`src/rtl/core/sha512f_pkg.sv`:
```
// sha512f_pkg: constants, types and round functions for the SHA-512 family hash.
// No dependencies.
`timescale 1ns / 1ps
package sha512f_pkg;
	localparam int WordW = 64;
	localparam int Rounds = 80;

	localparam logic [1:0] VAR_SHA512 = 2'd0;
	localparam logic [1:0] VAR_SHA384 = 2'd1;
	localparam logic [1:0] VAR_SHA224 = 2'd2;
	localparam logic [1:0] VAR_SHA256 = 2'd3;

	// datapath commands
	localparam logic [2:0] CMD_NONE  = 3'd0;
	localparam logic [2:0] CMD_INIT  = 3'd1; // load IV, clear length
	localparam logic [2:0] CMD_PUSH  = 3'd2; // write buffer word
	localparam logic [2:0] CMD_START = 3'd3; // copy hash to working vars
	localparam logic [2:0] CMD_ROUND = 3'd4;
	localparam logic [2:0] CMD_FOLD  = 3'd5; // add working vars into hash

	// source of the pushed word
	localparam logic [1:0] SRC_DATA = 2'd0;
	localparam logic [1:0] SRC_ZERO = 2'd1;
	localparam logic [1:0] SRC_LENH = 2'd2;
	localparam logic [1:0] SRC_LENL = 2'd3;

	typedef struct packed {
		logic [2:0]  op;
		logic [1:0]  src;
		logic [3:0]  widx;  // buffer slot for push
		logic [6:0]  rnd;   // round number
		logic [2:0]  oidx;  // digest word to show
		logic        addlen;
		logic [6:0]  addbits;
	} sha512f_cmd_t;

	function automatic logic [63:0] rotr(input logic [63:0] x, input int n);
		rotr = (x >> n) | (x << (64 - n));
	endfunction

	function automatic logic [63:0] iv(input logic [1:0] v, input logic [2:0] i);
		logic [63:0] t [4][8];
		t[0] = '{64'h6a09e667f3bcc908, 64'hbb67ae8584caa73b, 64'h3c6ef372fe94f82b,
			64'ha54ff53a5f1d36f1, 64'h510e527fade682d1, 64'h9b05688c2b3e6c1f,
			64'h1f83d9abfb41bd6b, 64'h5be0cd19137e2179};
		t[1] = '{64'hcbbb9d5dc1059ed8, 64'h629a292a367cd507, 64'h9159015a3070dd17,
			64'h152fecd8f70e5939, 64'h67332667ffc00b31, 64'h8eb44a8768581511,
			64'hdb0c2e0d64f98fa7, 64'h47b5481dbefa4fa4};
		t[2] = '{64'h8C3D37C819544DA2, 64'h73E1996689DCD4D6, 64'h1DFAB7AE32FF9C82,
			64'h679DD514582F9FCF, 64'h0F6D2B697BD44DA8, 64'h77E36F7304C48942,
			64'h3F9D85A86A1D36C8, 64'h1112E6AD91D692A1};
		t[3] = '{64'h22312194FC2BF72C, 64'h9F555FA3C84C64C2, 64'h2393B86B6F53B151,
			64'h963877195940EABD, 64'h96283EE2A88EFFE3, 64'hBE5E1E2553863992,
			64'h2B0199FC2C85B8AA, 64'h0EB72DDC81C52CA2};
		iv = t[v][i];
	endfunction

	function automatic logic [3:0] digest_len(input logic [1:0] v);
		unique case (v)
			VAR_SHA512: digest_len = 4'd8;
			VAR_SHA384: digest_len = 4'd6;
			default:    digest_len = 4'd4;
		endcase
	endfunction

	function automatic logic [63:0] round_k(input logic [6:0] i);
		logic [63:0] k [80];
		k = '{
		64'h428A2F98D728AE22, 64'h7137449123EF65CD, 64'hB5C0FBCFEC4D3B2F, 64'hE9B5DBA58189DBBC,
		64'h3956C25BF348B538, 64'h59F111F1B605D019, 64'h923F82A4AF194F9B, 64'hAB1C5ED5DA6D8118,
		64'hD807AA98A3030242, 64'h12835B0145706FBE, 64'h243185BE4EE4B28C, 64'h550C7DC3D5FFB4E2,
		64'h72BE5D74F27B896F, 64'h80DEB1FE3B1696B1, 64'h9BDC06A725C71235, 64'hC19BF174CF692694,
		64'hE49B69C19EF14AD2, 64'hEFBE4786384F25E3, 64'h0FC19DC68B8CD5B5, 64'h240CA1CC77AC9C65,
		64'h2DE92C6F592B0275, 64'h4A7484AA6EA6E483, 64'h5CB0A9DCBD41FBD4, 64'h76F988DA831153B5,
		64'h983E5152EE66DFAB, 64'hA831C66D2DB43210, 64'hB00327C898FB213F, 64'hBF597FC7BEEF0EE4,
		64'hC6E00BF33DA88FC2, 64'hD5A79147930AA725, 64'h06CA6351E003826F, 64'h142929670A0E6E70,
		64'h27B70A8546D22FFC, 64'h2E1B21385C26C926, 64'h4D2C6DFC5AC42AED, 64'h53380D139D95B3DF,
		64'h650A73548BAF63DE, 64'h766A0ABB3C77B2A8, 64'h81C2C92E47EDAEE6, 64'h92722C851482353B,
		64'hA2BFE8A14CF10364, 64'hA81A664BBC423001, 64'hC24B8B70D0F89791, 64'hC76C51A30654BE30,
		64'hD192E819D6EF5218, 64'hD69906245565A910, 64'hF40E35855771202A, 64'h106AA07032BBD1B8,
		64'h19A4C116B8D2D0C8, 64'h1E376C085141AB53, 64'h2748774CDF8EEB99, 64'h34B0BCB5E19B48A8,
		64'h391C0CB3C5C95A63, 64'h4ED8AA4AE3418ACB, 64'h5B9CCA4F7763E373, 64'h682E6FF3D6B2B8A3,
		64'h748F82EE5DEFB2FC, 64'h78A5636F43172F60, 64'h84C87814A1F0AB72, 64'h8CC702081A6439EC,
		64'h90BEFFFA23631E28, 64'hA4506CEBDE82BDE9, 64'hBEF9A3F7B2C67915, 64'hC67178F2E372532B,
		64'hCA273ECEEA26619C, 64'hD186B8C721C0C207, 64'hEADA7DD6CDE0EB1E, 64'hF57D4F7FEE6ED178,
		64'h06F067AA72176FBA, 64'h0A637DC5A2C898A6, 64'h113F9804BEF90DAE, 64'h1B710B35131C471B,
		64'h28DB77F523047D84, 64'h32CAAB7B40C72493, 64'h3C9EBE0A15C9BEBC, 64'h431D67C49C100D4C,
		64'h4CC5D4BECB3E42B6, 64'h597F299CFC657E2A, 64'h5FCB6FAB3AD6FAEC, 64'h6C44198C4A475817};
		round_k = k[i];
	endfunction
endpackage

```
`src/rtl/core/sha512f_ctrl.sv`:
```
// sha512f_ctrl: sequencer for buffering, padding, compression and digest output.
// Depends on sha512f_pkg.
`timescale 1ns / 1ps
module sha512f_ctrl (
	input  logic                      clk,
	input  logic                      arst_n,
	input  logic                      cfg_wr,
	input  logic [1:0]                variant,
	input  logic                      in_valid,
	output logic                      in_ready,
	input  logic [3:0]                in_count,
	input  logic                      in_last,
	input  logic [63:0]               in_data,
	output logic [63:0]               push_data,
	output logic                      out_valid,
	input  logic                      out_ready,
	output logic [3:0]                out_bytes,
	output logic                      out_end,
	output logic                      out_mask,
	output sha512f_pkg::sha512f_cmd_t cmd
);
	import sha512f_pkg::*;

	localparam logic [2:0] ST_IDLE = 3'd0;
	localparam logic [2:0] ST_PAD  = 3'd1; // push zeros / length
	localparam logic [2:0] ST_START = 3'd2;
	localparam logic [2:0] ST_RND  = 3'd3;
	localparam logic [2:0] ST_FOLD = 3'd4;
	localparam logic [2:0] ST_OUT  = 3'd5;
	localparam logic [2:0] ST_MARK = 3'd6; // push 0x80 word after full last word

	logic [2:0] state_q;
	logic [3:0] cnt_q;    // buffered words
	logic [6:0] rnd_q;
	logic [2:0] oidx_q;
	logic       fin_q;    // in final padding sequence
	logic       mark_q;   // 0x80 word still owed after a full block
	logic       lenpushed_q;
	logic [3:0] cnt_sat;
	logic [63:0] mask, padded;
	logic       take;
	logic       full;

	assign cnt_sat = (in_count > 4'd8) ? 4'd8 : in_count;
	always_comb begin
		mask = (cnt_sat == 4'd0) ? 64'd0 : ~(64'hFFFF_FFFF_FFFF_FFFF >> (7'(cnt_sat) * 7'd8));
		padded = (in_data & mask) | (64'h8000_0000_0000_0000 >> (7'(cnt_sat) * 7'd8));
	end

	assign in_ready = (state_q == ST_IDLE) && !cfg_wr;
	assign take = in_valid && in_ready && !cfg_wr;
	assign full = (cnt_q == 4'd15);
	assign out_valid = (state_q == ST_OUT);
	assign out_end = (4'({1'b0, oidx_q}) == digest_len(variant) - 4'd1);
	assign out_mask = out_end && (variant == VAR_SHA224);
	assign out_bytes = out_mask ? 4'd4 : 4'd8;

	always_comb begin
		cmd = '0;
		cmd.widx = cnt_q;
		cmd.rnd = rnd_q;
		cmd.oidx = oidx_q;
		cmd.src = SRC_ZERO;
		push_data = in_data;
		if (cfg_wr) begin
			cmd.op = CMD_INIT;
		end else begin
			unique case (state_q)
				ST_IDLE: if (take) begin
					cmd.op = CMD_PUSH;
					cmd.src = SRC_DATA;
					cmd.addlen = 1'b1;
					cmd.addbits = in_last ? 7'(cnt_sat) * 7'd8 : 7'd64;
					if (in_last && cnt_sat != 4'd8) push_data = padded;
				end
				ST_MARK: begin
					cmd.op = CMD_PUSH;
					cmd.src = SRC_DATA;
					push_data = 64'h8000_0000_0000_0000;
				end
				ST_PAD: begin
					cmd.op = CMD_PUSH;
					// slot 15 takes the low length only after the high one went in slot 14
					cmd.src = (cnt_q == 4'd14) ? SRC_LENH :
						(cnt_q == 4'd15 && lenpushed_q) ? SRC_LENL : SRC_ZERO;
				end
				ST_START: cmd.op = CMD_START;
				ST_RND:   cmd.op = CMD_ROUND;
				ST_FOLD:  cmd.op = CMD_FOLD;
				ST_OUT: if (out_ready && out_end) cmd.op = CMD_INIT;
				default: cmd.op = CMD_NONE;
			endcase
		end
	end

	always_ff @(posedge clk or negedge arst_n) begin
		if (!arst_n) begin
			state_q <= ST_IDLE;
			cnt_q <= '0;
			rnd_q <= '0;
			oidx_q <= '0;
			fin_q <= 1'b0;
			mark_q <= 1'b0;
		end else if (cfg_wr) begin
			state_q <= ST_IDLE;
			cnt_q <= '0;
			rnd_q <= '0;
			oidx_q <= '0;
			fin_q <= 1'b0;
			mark_q <= 1'b0;
		end else begin
			unique case (state_q)
				ST_IDLE: if (take) begin
					cnt_q <= cnt_q + 4'd1;
					fin_q <= in_last;
					if (in_last && cnt_sat == 4'd8) begin
						if (full) begin
							state_q <= ST_START;
							mark_q <= 1'b1;
						end else state_q <= ST_MARK;
					end
					else if (full) state_q <= ST_START;
					else if (in_last) state_q <= ST_PAD;
				end
				ST_MARK: begin
					cnt_q <= cnt_q + 4'd1;
					state_q <= full ? ST_START : ST_PAD;
				end
				ST_PAD: begin
					cnt_q <= cnt_q + 4'd1;
					if (full) state_q <= ST_START;
				end
				ST_START: begin
					rnd_q <= '0;
					state_q <= ST_RND;
				end
				ST_RND: begin
					rnd_q <= rnd_q + 7'd1;
					if (rnd_q == 7'(Rounds - 1)) state_q <= ST_FOLD;
				end
				ST_FOLD: begin
					// final block is the one that took the length words
					if (!fin_q) state_q <= ST_IDLE;
					else if (cnt_q == 4'd0 && lenpushed_q) begin
						state_q <= ST_OUT;
						oidx_q <= '0;
					end else if (mark_q) begin
						state_q <= ST_MARK;
						mark_q <= 1'b0;
					end else state_q <= ST_PAD;
				end
				ST_OUT: if (out_ready) begin
					oidx_q <= oidx_q + 3'd1;
					if (out_end) begin
						state_q <= ST_IDLE;
						fin_q <= 1'b0;
					end
				end
				default: state_q <= ST_IDLE;
			endcase
		end
	end

	// set once the high length word goes in; the low one follows next cycle
	always_ff @(posedge clk or negedge arst_n) begin
		if (!arst_n) lenpushed_q <= 1'b0;
		else if (cfg_wr || state_q == ST_OUT) lenpushed_q <= 1'b0;
		else if (state_q == ST_PAD && cnt_q == 4'd14) lenpushed_q <= 1'b1;
	end

	a_out_only_in_final: assert property (@(posedge clk) disable iff (!arst_n)
		out_valid |-> fin_q) else $error("digest shown outside final sequence");
	a_no_accept_busy: assert property (@(posedge clk) disable iff (!arst_n)
		(state_q != ST_IDLE) |-> !in_ready) else $error("input taken while busy");
	a_rounds_end: assert property (@(posedge clk) disable iff (!arst_n)
		(state_q == ST_RND && rnd_q == 7'(Rounds - 1) && !cfg_wr) |=> state_q == ST_FOLD)
		else $error("round count overrun");
endmodule
```
`config.mk`:
```
export PLATFORM = sky130hd
export DESIGN_NAME = sha512f_ctrl
export DESIGN_NICKNAME = d
export VERILOG_FILES = /design/src/rtl/core/sha512f_pkg.sv /design/src/rtl/core/sha512f_ctrl.sv
export SDC_FILE = /design/constraint.sdc
export NUM_CORES = 1
export LEC_CHECK = 0
export ABC_AREA = 1
export BUFFER_PORTS_ARGS = -buffer_cell sky130_fd_sc_hd__buf_2
export CAP_MARGIN = 10
export CORE_ASPECT_RATIO = 0.5
export CORE_MARGIN = 2
export CORE_UTILIZATION = 35
export DETAILED_ROUTE_END_ITERATION = 16
export HOLD_SLACK_MARGIN = 0.03
export PLACE_DENSITY = 0.83
export REMOVE_ABC_BUFFERS = 1
export SLEW_MARGIN = 25
export SYNTH_ARGS = -nofsm -noshare
export SYNTH_HDL_FRONTEND = slang
export SYNTH_SLANG_ARGS = --single-unit
```
`constraint.sdc`:
```
create_clock -name clk -period 1.4 [get_ports clk]
set_input_delay 0 -clock clk [delete_from_list [all_inputs] [get_ports clk]]
set_output_delay 0 -clock clk [all_outputs]
set_load 0.1 [all_outputs]
```
==> metrics.log, run 1 <==
[metrics] run status: did not finish
[metrics] last stage the flow got to: global routing (5_1_grt)
[metrics] error that stopped the run: [ERROR DPL-0038] Utilization greater than 100%, impossible to legalize
[metrics] dpl ws: -0.404 ns
[metrics] cells after synthesis: 390
[metrics] biggest area contributors in the synthesized netlist: dfrtp_1 (21%), nand2_1 (12%), inv_1 (12%)
[metrics] cell taking the most area after synthesis: dfrtp_1
[metrics] share of the synthesized area in the top cell type: 0.212
[metrics] async set-reset flop share out of synthesis: 1.00
[metrics] most instantiated library cell after synthesis: nand2_1
[metrics] HPWL after detailed placement: 8.56 mm
[metrics] maximum number of pins on one net before global-route repair: 21
[metrics] die span in y: 62.1 um
[metrics] Port-buffer cells: 169
[metrics] number of clock sinks: 20
[metrics] maximum clock insertion buffer count: 2
[metrics] number of CTS-inserted buffers: 3
[metrics] Post-synth top cells: nand2_1 (78), inv_1 (76), nor2_1 (66)
[metrics] Rows: 21
[metrics] final estimated routing congestion in global placement: 0.976
[metrics] share of synthesized area occupied by flip-flops and latches: 0.212
[metrics] width of the die: 120 um
[metrics] mapped cell area: 2360 um^2
[metrics] htree depth: 1
[metrics] flops & latches, synth: 20
[metrics] Clock Tree Root: clkbuf_16
[metrics] type of pin the worst path ends at: top-level output
[metrics] GRT repair_timing worst endpoint: push_data[9]
[metrics] dominant register cell in the synthesized netlist: dfrtp_1
[metrics] Syn Area/Cell: 6.05 um^2
[metrics] post-placement cell area: 4730 um^2
[metrics] Starting Density: 0.358
[metrics] unique cell type count in the Yosys netlist: 38
[metrics] number of ports placed on the die boundary: 175
[metrics] number of warnings reported in the yosys synthesis log: 0
[metrics] number of enable flip-flop cells after synthesis: 0
==> what timing repair did <==
| item | in CTS |
|---|---|
| gates resized for setup | 146 |
| cloned | 0 |
| hold buffers | 1 |
| pin swaps | 13 |
| setup endpoints to repair | 98 |
| hold endpoints to repair | 20 |
| buffers inserted | 17 |
==> cells by family after synthesis <==
logic type,count (synthesis),share of synthesized area
flops,20,0.212
fa+ha+maj,5,0.0265
buf+inv,94,0.164
simple gates,202,0.398
compound gates,64,0.183
xor+xnor,4,0.0148
other cells,1,0.00159
==> per-stage QoR <==
step	instances	hold slack [ns]
after floorplan	384	-0.296
after global placement	720	-0.0286
after detailed placement	720	-0.0206
after CTS	741	0.0688
==> inputs of run 2 (changes only) <==
--- a/config.mk
+++ b/config.mk
@@ -8,12 +8,10 @@
 export ABC_AREA = 1
 export BUFFER_PORTS_ARGS = -buffer_cell sky130_fd_sc_hd__buf_2
 export CAP_MARGIN = 10
-export CORE_ASPECT_RATIO = 0.5
 export CORE_MARGIN = 2
-export CORE_UTILIZATION = 35
+export CORE_UTILIZATION = 20
 export DETAILED_ROUTE_END_ITERATION = 16
-export HOLD_SLACK_MARGIN = 0.03
-export PLACE_DENSITY = 0.83
+export PLACE_DENSITY_LB_ADDON = 0.15
 export REMOVE_ABC_BUFFERS = 1
 export SLEW_MARGIN = 25
 export SYNTH_ARGS = -nofsm -noshare
==> constraint.sdc (replaced) <==
create_clock -name clk -period 1.8 [get_ports clk]
set_input_delay 0 -clock clk [delete_from_list [all_inputs] [get_ports clk]]
set_output_delay 0 -clock clk [all_outputs]
set_load 0.1 [all_outputs]
==> metrics.log, run 2 <==
[metrics] run status: finished with violations
[metrics] violations in the final reports: negative setup slack
[metrics] maximum vdd drop: 1.00 mV
[metrics] RSZ-0062 raised after global routing: true
[metrics] dominant register cell in the synthesized netlist: dfrtp_1
[metrics] combinational family with the most area after synthesis: simple AND/OR/NAND/NOR gates
[metrics] Clock Tree Root: clkbuf_16
[metrics] required time worst endpoint: 1.80 ns
[metrics] share of synthesized area occupied by flip-flops and latches: 0.212
[metrics] unique cell type count in the Yosys netlist: 38
[metrics] Tmin final: 1.97 ns
[metrics] Adder-Cell Fraction of Synth Area: 0.0265
[metrics] area of the die: 12700 um^2
[metrics] Reg area: 502 um^2
[metrics] Util after Layout: 0.435
[metrics] top flop regs: rnd_q x7, cnt_q x4
[metrics] XOR/XNOR share of the synthesized area: 0.0148
[metrics] All-Layer GR Usage: 0.138
[metrics] leakage power summed over all cells: 0.00263 uW
[metrics] worst max-slew margin expressed relative to the limit: 0.659
[metrics] Initial DRC Count: 117
[metrics] final cycle utilization of the critical path: 1.10
[metrics] portion of netlist area occupied by mux cells: 0
[metrics] count of endpoints failing hold in the final timing report: 0
[metrics] via total after detailed routing: 3186
[metrics] maximum clock insertion buffer count: 2
[metrics] crit start category: flop
[metrics] DRC errors left: 0
[metrics] Worst setup startpoint: state_q[1]$_DFFE_PN0P_
[metrics] cell taking the most area after synthesis: dfrtp_1
[metrics] fin. max-slew vios: 0
[metrics] flops & latches, synth: 20
[metrics] delay contributed by the slowest stage of the critical path: 0.45 ns
[metrics] Hold Slack: 0.0433 ns
[metrics] endpoint arrival time on the critical path: 1.97 ns
[metrics] kind of end point of the critical path: output port
[metrics] power consumption: 8190 uW
[metrics] fraction of layout instances using a drive strength above 1: 0.486
[metrics] width of the die: 113 um
[metrics] clock edge transition at the registers on the reported setup and hold paths: 0.06 ns
[metrics] register name with the most flops: rnd_q
[metrics] Syn Area/Cell: 6.05 um^2
[metrics] area inside the core boundary: 11500 um^2
[metrics] HPWL after detailed placement: 7.79 mm
[metrics] end of the worst register-to-register path: oidx_q[2]$_DFFE_PN0P_
[metrics] most instantiated library cell after synthesis: nand2_1
[metrics] Max-Cap Viols: 0
[metrics] maximum number of pins on one net before global-route repair: 21
[metrics] crit-path cells: buf_4, nor2_4, nor2_4, nand3_4, buf_4, a21oi_4, buf_12, a21boi_1, buf_12
[metrics] Worst Max-Slew Pin Slew: 0.516 ns
[metrics] Layout fillers: 1129
[metrics] global-route wire length before repair: 14.5 mm
[metrics] drt wl/cell: 13.0 um
[metrics] slowest stage cell on the critical path: dfrtp_2
[metrics] Starting Density: 0.206
[metrics] Total Routed Length: 9.65 mm
[metrics] Port-buffer cells: 169
[metrics] number of global-route vias before repair: 3005
[metrics] multi-input gate area in the final layout: 1700 um^2
[metrics] launching point of the worst reg2reg path: state_q[1]$_DFFE_PN0P_
[metrics] number of CTS-inserted buffers: 3
[metrics] simple-gate share of the synthesized area: 0.398
[metrics] number of ports placed on the die boundary: 175
[metrics] async set-reset flop share out of synthesis: 1.00
[metrics] total power divided by cell area: 1640 nW/um^2
[metrics] number of enable flip-flop cells after synthesis: 0
[metrics] mapped cell area: 2360 um^2
[metrics] count of inserted antenna diode cells: 0
[metrics] dpl ws: -0.0697 ns
[metrics] biggest area contributors in the synthesized netlist: dfrtp_1 (21%), nand2_1 (12%), inv_1 (12%)
[metrics] Max FO, Critical Path: 14
[metrics] htree depth: 1
[metrics] number of nets with antenna violations after routing: 0
[metrics] TritonCTS clock tree: done
[metrics] depth of the worst register-to-register path: 10
[metrics] worst setup skew after layout: 0.00425 ns
[metrics] Post-synth top cells: nand2_1 (78), inv_1 (76), nor2_1 (66)
[metrics] end point of the critical path: push_data[24]
[metrics] commonest cells after routing, fill and taps aside: buf_2 (93), inv_1 (72), nand2_1 (69)
[metrics] final estimated routing congestion in global placement: 0.824
[metrics] share of the synthesized area in the top cell type: 0.212
[metrics] die span in y: 113 um
[metrics] number of clock sinks: 20
[metrics] Area growth, synth to finish: 112%
[metrics] hold crit path type: input port to flop
[metrics] count of endpoints failing setup in the final report: 63
[metrics] insertion delay of the later-clocked pin in the worst-skew pair: 0.25 ns
[metrics] cells after synthesis: 390
[metrics] DR vias/cell: 4.31
[metrics] share of the synthesized area in compound gates (AO/OA/AOI/OAI): 0.183
[metrics] flip-flop count of the largest register after layout: 7
[metrics] gr ovfl total: 0
[metrics] Rows: 39
[metrics] WS Path Type: flop to output port
[metrics] Detailed Routing Iterations Pass 1: 4
[metrics] final worst-path setup slack: -0.172 ns
[metrics] number of antenna violations at the first check in global routing: 0
[metrics] number of warnings reported in the yosys synthesis log: 0
[metrics] # nets final: 680
[metrics] worst reg2reg setup slack: 0.14 ns
[metrics] fmax: 507 MHz
[metrics] most common cell after layout, fill and taps aside: buf_2
-- run 2: logic make-up after synthesis --
| logic type | after synthesis |
|---|---|
| XOR/XNOR | 4 |
| flip-flops | 20 |
| buffers and inverters | 94 |
| adder cells (fa/ha/maj) | 5 |
| AO/OA/AOI/OAI | 64 |
| other | 1 |
| AND/OR/NAND/NOR | 202 |
-- run 2: worst min path at each step --
stage,from,slack (ns),depth (start not counted),endpoint
3_3_place_gp,arst_n,-0.01,1,oidx_q[1]$_DFFE_PN0P_
4_1_cts,in_last,0.05,3,fin_q$_DFFE_PN0P_
2_1_floorplan,arst_n,-0.30,0,cnt_q[0]$_DFFE_PN0P_
6_report,in_last,0.04,3,fin_q$_DFFE_PN0P_
3_5_place_dp,arst_n,0.002,1,oidx_q[2]$_DFFE_PN0P_
5_1_grt,in_last,0.07,3,fin_q$_DFFE_PN0P_
-- run 2: area by class of cell --
class	instances	share of cell area
Timing Repair Buffer	210	0.443
Multi-Input combinational cell	280	0.341
Sequential cell	20	0.101
Inverter	84	0.0649
Tap cell	143	0.0358
Clock buffer	3	0.0150
-- run 2: where the power goes --
group / internal (uW) / switching, uW / leakage, uW
Clock: 293 / 161 / 0.0000370
Sequential: 519 / 82.6 / 0.000272
Combinational: 2290 / 4840 / 0.00232
-- run 2: layer usage --
layer  vias up  track usage  part of all wire
met2       140        0.253              0.52
met1      1408        0.168              0.40
li1       1624            -                 -
met4         0       0.0382             0.017
met5         -            0                 0
met3        14       0.0173             0.063
-- run 2: critical path: cells and delay by family, from the launching register on --
family	cells	cell delay, ns
DFF	1	0.45
AOI/OAI and AO/OA	2	0.29
and+or+nand+nor	3	0.31
buffers and inverters	4	0.67
-- run 2: per-stage QoR --
stage	TNS, ns	area, um^2	instances
3_3_place_gp	-0.0244	4300	717
5_1_grt	-11.37	4990	740
4_1_cts	-5.07	4630	730
2_1_floorplan	-84.26	2300	384
6_report	-5.58	4990	740
3_5_place_dp	-0.257	4300	717
-- run 2: repair_timing --
item,in CTS,in global routing
endpoints found under the hold margin,20,0
resized for setup,67,70
pin swaps,9,12
gates cloned,0,0
hold buffers,1,0
endpoints found under the setup margin,69,77
buffers inserted,9,10
No activity file was read; power rests on OpenSTA's default activity.
==> inputs of run 3 (changes only) <==
--- a/config.mk
+++ b/config.mk
@@ -5,7 +5,6 @@
 export SDC_FILE = /design/constraint.sdc
 export NUM_CORES = 1
 export LEC_CHECK = 0
-export ABC_AREA = 1
 export BUFFER_PORTS_ARGS = -buffer_cell sky130_fd_sc_hd__buf_2
 export CAP_MARGIN = 10
 export CORE_MARGIN = 2
==> metrics.log, run 3 <==
[metrics] run status: finished with violations
[metrics] violations in the final reports: negative setup slack
[metrics] total power divided by cell area: 1420 nW/um^2
[metrics] commonest cells after routing, fill and taps aside: buf_2 (90), buf_12 (79), buf_4 (59)
[metrics] combinational family with the most area after synthesis: simple AND/OR/NAND/NOR gates
[metrics] count of inserted antenna diode cells: 0
[metrics] Layout fillers: 899
[metrics] Starting Density: 0.207
[metrics] number of clock sinks: 20
[metrics] hold crit path type: input port to flop
[metrics] leakage power summed over all cells: 0.00279 uW
[metrics] Post-synth top cells: nor2b_1 (46), nor2_1 (28), nand2_1 (23)
[metrics] delay contributed by the slowest stage of the critical path: 0.42 ns
[metrics] share of the synthesized area in compound gates (AO/OA/AOI/OAI): 0.203
[metrics] worst max-slew margin expressed relative to the limit: 0.660
[metrics] number of global-route vias before repair: 3026
[metrics] Adder-Cell Fraction of Synth Area: 0.0290
[metrics] worst path bufs/invs: 2
[metrics] endpoint arrival time on the critical path: 2.21 ns
[metrics] slowest stage cell on the critical path: dfrtp_2
[metrics] fraction of layout instances using a drive strength above 1: 0.688
[metrics] simple-gate share of the synthesized area: 0.427
[metrics] Port-buffer cells: 169
[metrics] Util after Layout: 0.548
[metrics] maximum vdd drop: 0.857 mV
[metrics] Max FO, Critical Path: 8
[metrics] async set-reset flop share out of synthesis: 1.00
[metrics] Max-Cap Viols: 0
[metrics] Rows: 37
[metrics] post-placement cell area: 4520 um^2
[metrics] crit start category: flop
[metrics] cell taking the most area after synthesis: dfrtp_1
[metrics] number of CTS-inserted buffers: 3
[metrics] via total after detailed routing: 3070
[metrics] count of endpoints failing setup in the final report: 72
[metrics] number of nets with antenna violations after routing: 0
[metrics] final total negative setup slack: -22.09 ns
[metrics] launching point of the worst reg2reg path: state_q[1]$_DFFE_PN0P_
[metrics] htree depth: 1
[metrics] final cycle utilization of the critical path: 1.23
[metrics] maximum clock insertion buffer count: 2
[metrics] Worst Max-Slew Pin Slew: 0.510 ns
[metrics] Area growth, synth to finish: 165%
[metrics] Total Routed Length: 11.0 mm
[metrics] number of warnings reported in the yosys synthesis log: 0
[metrics] flip-flop count of the largest register after layout: 7
[metrics] most instantiated library cell after synthesis: nor2b_1
[metrics] kind of cell adding the most delay to the critical path: simple AND/OR/NAND/NOR gates
[metrics] register name with the most flops: rnd_q
[metrics] WS Path Type: flop to output port
[metrics] crit-path cells: and2b_4, or2_4, or3_4, a211oi_4, buf_12, or2_4, buf_12
[metrics] cells after synthesis: 292
[metrics] number of ports placed on the die boundary: 175
[metrics] mapped cell area: 2160 um^2
[metrics] end of the worst register-to-register path: state_q[0]$_DFFE_PN0P_
[metrics] insertion delay of the later-clocked pin in the worst-skew pair: 0.26 ns
[metrics] Syn Area/Cell: 7.39 um^2
[metrics] worst setup skew after layout: 0.00300 ns
[metrics] top flop regs: rnd_q x7, cnt_q x4
[metrics] worst reg2reg setup slack: -0.31 ns
[metrics] XOR/XNOR share of the synthesized area: 0.0243
[metrics] width of the die: 108 um
[metrics] Clock Tree Root: clkbuf_8
[metrics] TritonCTS clock tree: done
[metrics] count of endpoints failing hold in the final timing report: 0
[metrics] drt wl/cell: 16.3 um
[metrics] Tmin final: 2.21 ns
[metrics] dominant register cell in the synthesized netlist: dfrtp_1
[metrics] area of the die: 11600 um^2
[metrics] unique cell type count in the Yosys netlist: 55
[metrics] DR vias/cell: 4.55
[metrics] cell area after layout: 5710 um^2
[metrics] most common cell after layout, fill and taps aside: buf_2
[metrics] Detailed Routing Iterations Pass 1: 7
[metrics] required time worst endpoint: 1.80 ns
[metrics] fmax: 453 MHz
[metrics] biggest area contributors in the synthesized netlist: dfrtp_1 (23%), nor2b_1 (13%), nor2_1 (4.9%)
[metrics] number of enable flip-flop cells after synthesis: 0
[metrics] number of antenna violations at the first check in global routing: 0
[metrics] clock edge transition at the registers on the reported setup and hold paths: 0.08 ns
[metrics] die span in y: 108 um
[metrics] final worst-path setup slack: -0.408 ns
[metrics] fin. max-slew vios: 0
[metrics] maximum number of pins on one net before global-route repair: 26
[metrics] kind of end point of the critical path: output port
[metrics] # nets final: 621
[metrics] Hold Slack: 0.189 ns
[metrics] Initial DRC Count: 127
[metrics] end point of the critical path: push_data[63]
[metrics] HPWL after detailed placement: 8.34 mm
[metrics] final estimated routing congestion in global placement: 0.849
[metrics] All-Layer GR Usage: 0.174
[metrics] depth of the worst register-to-register path: 7
[metrics] area inside the core boundary: 10400 um^2
[metrics] share of synthesized area occupied by flip-flops and latches: 0.232
[metrics] Worst setup startpoint: state_q[1]$_DFFE_PN0P_
[metrics] flops & latches, synth: 20
[metrics] share of the synthesized area in the top cell type: 0.232
[metrics] number of gates on the worst path with buffers counted: 7
[metrics] RSZ-0062 raised after global routing: true
[metrics] DRC errors left: 0
[metrics] portion of netlist area occupied by mux cells: 0.0122
[metrics] global-route wire length before repair: 16.1 mm
[metrics] gr ovfl total: 0
-- run 3: cell types whose count changed after synthesis, sizes merged, moves of 4 or more --
cell / previous run / this run
inv: 84 / 11
nand2: 83 / 24
nor2b: 0 / 46
nor2: 74 / 29
nand3: 33 / 13
and2: 0 / 16
a21boi: 14 / 3
and3: 0 / 8
a21oi: 18 / 11
clkbuf: 1 / 8
nand2b: 0 / 6
o21ai: 24 / 18
nand4: 4 / 0
-- run 3: logic make-up after synthesis --
family	Yosys count
compound gates	61
xor+xnor	6
fa+ha+maj	5
buf+inv	30
flops	20
mux	2
other cells	1
simple gates	167
-- run 3: power by group --
part / total, uW / internal (uW) / switching (uW)
combinational: 7220 / 2880 / 4350
sequential: 553 / 503 / 50.5
clock: 349 / 195 / 155
total: 8130 / 3570 / 4550
-- run 3: layout make-up --
| class | instances | area (um^2) | area share |
|---|---|---|---|
| well taps | 136 | 170 | 0.0298 |
| flip-flops and latches | 20 | 503 | 0.0880 |
| repair buffers | 257 | 2810 | 0.491 |
| inverters | 11 | 43.8 | 0.00767 |
| clock buffers | 4 | 55.1 | 0.00964 |
| multi-input cells | 247 | 2130 | 0.374 |
-- run 3: per-stage QoR --
stage	power, uW	cells	setup WS [ns]
after global placement	6260	643	-0.217
after detailed placement	6270	643	-0.302
after floorplan	4100	277	-4.84
after global routing	8420	675	-0.503
after CTS	7510	668	-0.425
final	8130	675	-0.408
-- run 3: worst min path at each step --
stage	slack (ns)	cells after the start	startpoint	endpoint
6_report	0.19	5	out_ready	oidx_q[2]$_DFFE_PN0P_
5_1_grt	0.22	3	cfg_wr	cnt_q[1]$_DFFE_PN0P_
4_1_cts	0.19	3	cfg_wr	cnt_q[1]$_DFFE_PN0P_
3_5_place_dp	-0.007	1	arst_n	rnd_q[5]$_DFFE_PN0P_
3_3_place_gp	-0.008	1	arst_n	rnd_q[5]$_DFFE_PN0P_
2_1_floorplan	-0.30	0	arst_n	cnt_q[0]$_DFFE_PN0P_
-- run 3: per-layer routing --
metal	global-route usage	up-vias	part of all wire	wire length, um
li1	-	1497	-	-
met1	0.197	1444	0.38	4140
met2	0.336	119	0.54	5970
met3	0.0351	10	0.071	786
met4	0.0275	0	0.010	115
met5	0	-	0	0
-- run 3: timing repair --
| action | CTS | global route |
|---|---|---|
| buffers inserted | 21 | 10 |
| gates resized for setup | 146 | 92 |
| setup endpoints to repair | 73 | 79 |
| endpoints found under the hold margin | 20 | 0 |
| hold buffers | 1 | 0 |
| cloned | 1 | 0 |
| pin swaps | 20 | 12 |
-- run 3: tightest hold or removal path: cells and delay by family --
| kind | cells | cell delay, ns |
|---|---|---|
| and+or+nand+nor | 3 | 0.21 |
| buffers and inverters | 1 | 0.11 |
| AOI/OAI and AO/OA | 1 | 0.07 |
==> inputs of run 4 (changes only) <==
==> constraint.sdc (replaced) <==
create_clock -name clk -period 2.6 [get_ports clk]
set_input_delay 0 -clock clk [delete_from_list [all_inputs] [get_ports clk]]
set_output_delay 0 -clock clk [all_outputs]
set_load 0.1 [all_outputs]
==> metrics.log, run 4 (same netlist as run 3, synthesis figures left out) <==
[metrics] Rows: 37
[metrics] crit start category: flop
[metrics] maximum clock insertion buffer count: 2
[metrics] All-Layer GR Usage: 0.143
[metrics] hold crit path type: input port to flop
[metrics] Port-buffer cells: 169
[metrics] drt wl/cell: 14.5 um
[metrics] number of clock sinks: 20
[metrics] worst path bufs/invs: 1
[metrics] area of the die: 11600 um^2
[metrics] required time worst endpoint: 2.60 ns
[metrics] fmax: 411 MHz
[metrics] # nets final: 539
[metrics] register name with the most flops: rnd_q
[metrics] Starting Density: 0.207
[metrics] clock edge transition at the registers on the reported setup and hold paths: 0.09 ns
[metrics] kind of end point of the critical path: output port
[metrics] Initial DRC Count: 190
[metrics] htree depth: 1
[metrics] insertion delay of the later-clocked pin in the worst-skew pair: 0.27 ns
[metrics] Area growth, synth to finish: 57.3%
[metrics] launching point of the worst reg2reg path: state_q[1]$_DFFE_PN0P_
[metrics] number of ports placed on the die boundary: 175
[metrics] global-route wire length before repair: 13.2 mm
[metrics] fin. max-slew vios: 0
[metrics] Max-Cap Viols: 0
[metrics] kind of cell adding the most delay to the critical path: simple AND/OR/NAND/NOR gates
[metrics] slowest stage cell on the critical path: or3_1
[metrics] via total after detailed routing: 2695
[metrics] end point of the critical path: push_data[57]
[metrics] fraction of layout instances using a drive strength above 1: 0.433
[metrics] worst max-slew margin expressed relative to the limit: 0.605
[metrics] RSZ-0062 raised after global routing: false
[metrics] width of the die: 108 um
[metrics] power consumption: 3850 uW
[metrics] Hold Slack: 0.0953 ns
[metrics] top flop regs: rnd_q x7, cnt_q x4
[metrics] run status: complete, no violations
[metrics] worst reg2reg setup slack: 0.47 ns
[metrics] crit-path cells: or3_1, nor3_2, a211oi_4, nor2b_1, buf_2
[metrics] count of endpoints failing setup in the final report: 0
[metrics] Total Routed Length: 8.60 mm
[metrics] Worst Max-Slew Pin Slew: 0.590 ns
[metrics] Worst setup startpoint: state_q[1]$_DFFE_PN0P_
[metrics] buffer count from post-CTS setup fixing: 0
[metrics] flip-flop count of the largest register after layout: 7
[metrics] Tmin final: 2.44 ns
[metrics] HPWL after detailed placement: 7.10 mm
[metrics] count of endpoints failing hold in the final timing report: 0
[metrics] end of the worst register-to-register path: state_q[0]$_DFFE_PN0P_
[metrics] Max FO, Critical Path: 13
[metrics] DRC errors left: 0
[metrics] endpoint arrival time on the critical path: 2.44 ns
[metrics] die span in y: 108 um
[metrics] number of global-route vias before repair: 2521
[metrics] number of CTS-inserted buffers: 3
[metrics] total power divided by cell area: 1140 nW/um^2
[metrics] leakage power summed over all cells: 0.00173 uW
[metrics] delay contributed by the slowest stage of the critical path: 0.57 ns
[metrics] WS Path Type: flop to output port
[metrics] Clock Tree Root: clkbuf_8
[metrics] maximum vdd drop: 0.568 mV
[metrics] number of nets with antenna violations after routing: 0
[metrics] commonest cells after routing, fill and taps aside: buf_2 (153), nor2b_1 (46), nor2_1 (27)
[metrics] number of gates on the worst path with buffers counted: 5
[metrics] area inside the core boundary: 10400 um^2
[metrics] gr ovfl total: 0
[metrics] maximum number of pins on one net before global-route repair: 26
[metrics] most common cell after layout, fill and taps aside: buf_2
[metrics] final cycle utilization of the critical path: 0.937
[metrics] depth of the worst register-to-register path: 5
[metrics] Detailed Routing Iterations Pass 1: 4
[metrics] number of antenna violations at the first check in global routing: 0
[metrics] count of inserted antenna diode cells: 0
[metrics] final estimated routing congestion in global placement: 0.790
[metrics] TritonCTS clock tree: done
[metrics] DR vias/cell: 4.54
[metrics] worst setup skew after layout: 0.0110 ns
==> run 4: power by group <==
group	internal, uW	switching (uW)
Combinational	647	2470
Sequential	347	65.3
Clock	206	115
==> run 4: worst register-to-register path, cell delays in order, from the launching register on <==
cell     delay, ns
dfrtp_2       0.49
or3_1         0.57
or3_1         0.39
o31ai_2       0.10
a311o_4       0.18
mux2_4        0.29
==> run 4: final cells by class <==
type	count	area (um^2)
clock buffer	3	41.3
clock inverter	1	30.0
fill	1130	7020
inverter	11	41.3
multi-input combinational	246	1560
sequential	20	502
tap	136	170
timing repair buffer	176	1050
==> run 4: worst min path at each step <==
stage                                end  cells after the start    from
finish              rnd_q[4]$_DFFE_PN0P_                      4  cfg_wr
global route        rnd_q[2]$_DFFE_PN0P_                      4  cfg_wr
CTS                 rnd_q[3]$_DFFE_PN0P_                      4  cfg_wr
detailed placement  rnd_q[6]$_DFFE_PN0P_                      1  arst_n
global placement    rnd_q[6]$_DFFE_PN0P_                      1  arst_n
floorplan           cnt_q[0]$_DFFE_PN0P_                      0  arst_n
==> run 4: layer usage <==
metal,GRT usage,share of wire
met1,0.176,0.40
met2,0.261,0.51
met4,0.0311,0.0066
met3,0.0194,0.084
met5,0,0
==> run 4: what timing repair did <==
action	4_1_cts	5_1_grt
endpoints found under the setup margin	0	42
hold buffers	1	0
endpoints found under the hold margin	20	0
resized for setup	0	16
==> run 4: per-stage QoR <==
step	TNS, ns	setup WS, ns	cells	util	instance area [um^2]
2_1_floorplan	-25.34	-4.04	277	-	2060
3_5_place_dp	0	0.314	588	0.313	3260
6_report	0	0.164	593	0.326	3390
3_3_place_gp	0	0.371	588	0.313	3260
4_1_cts	0	0.0107	593	0.321	3340
5_1_grt	0	0.0519	593	0.326	3390
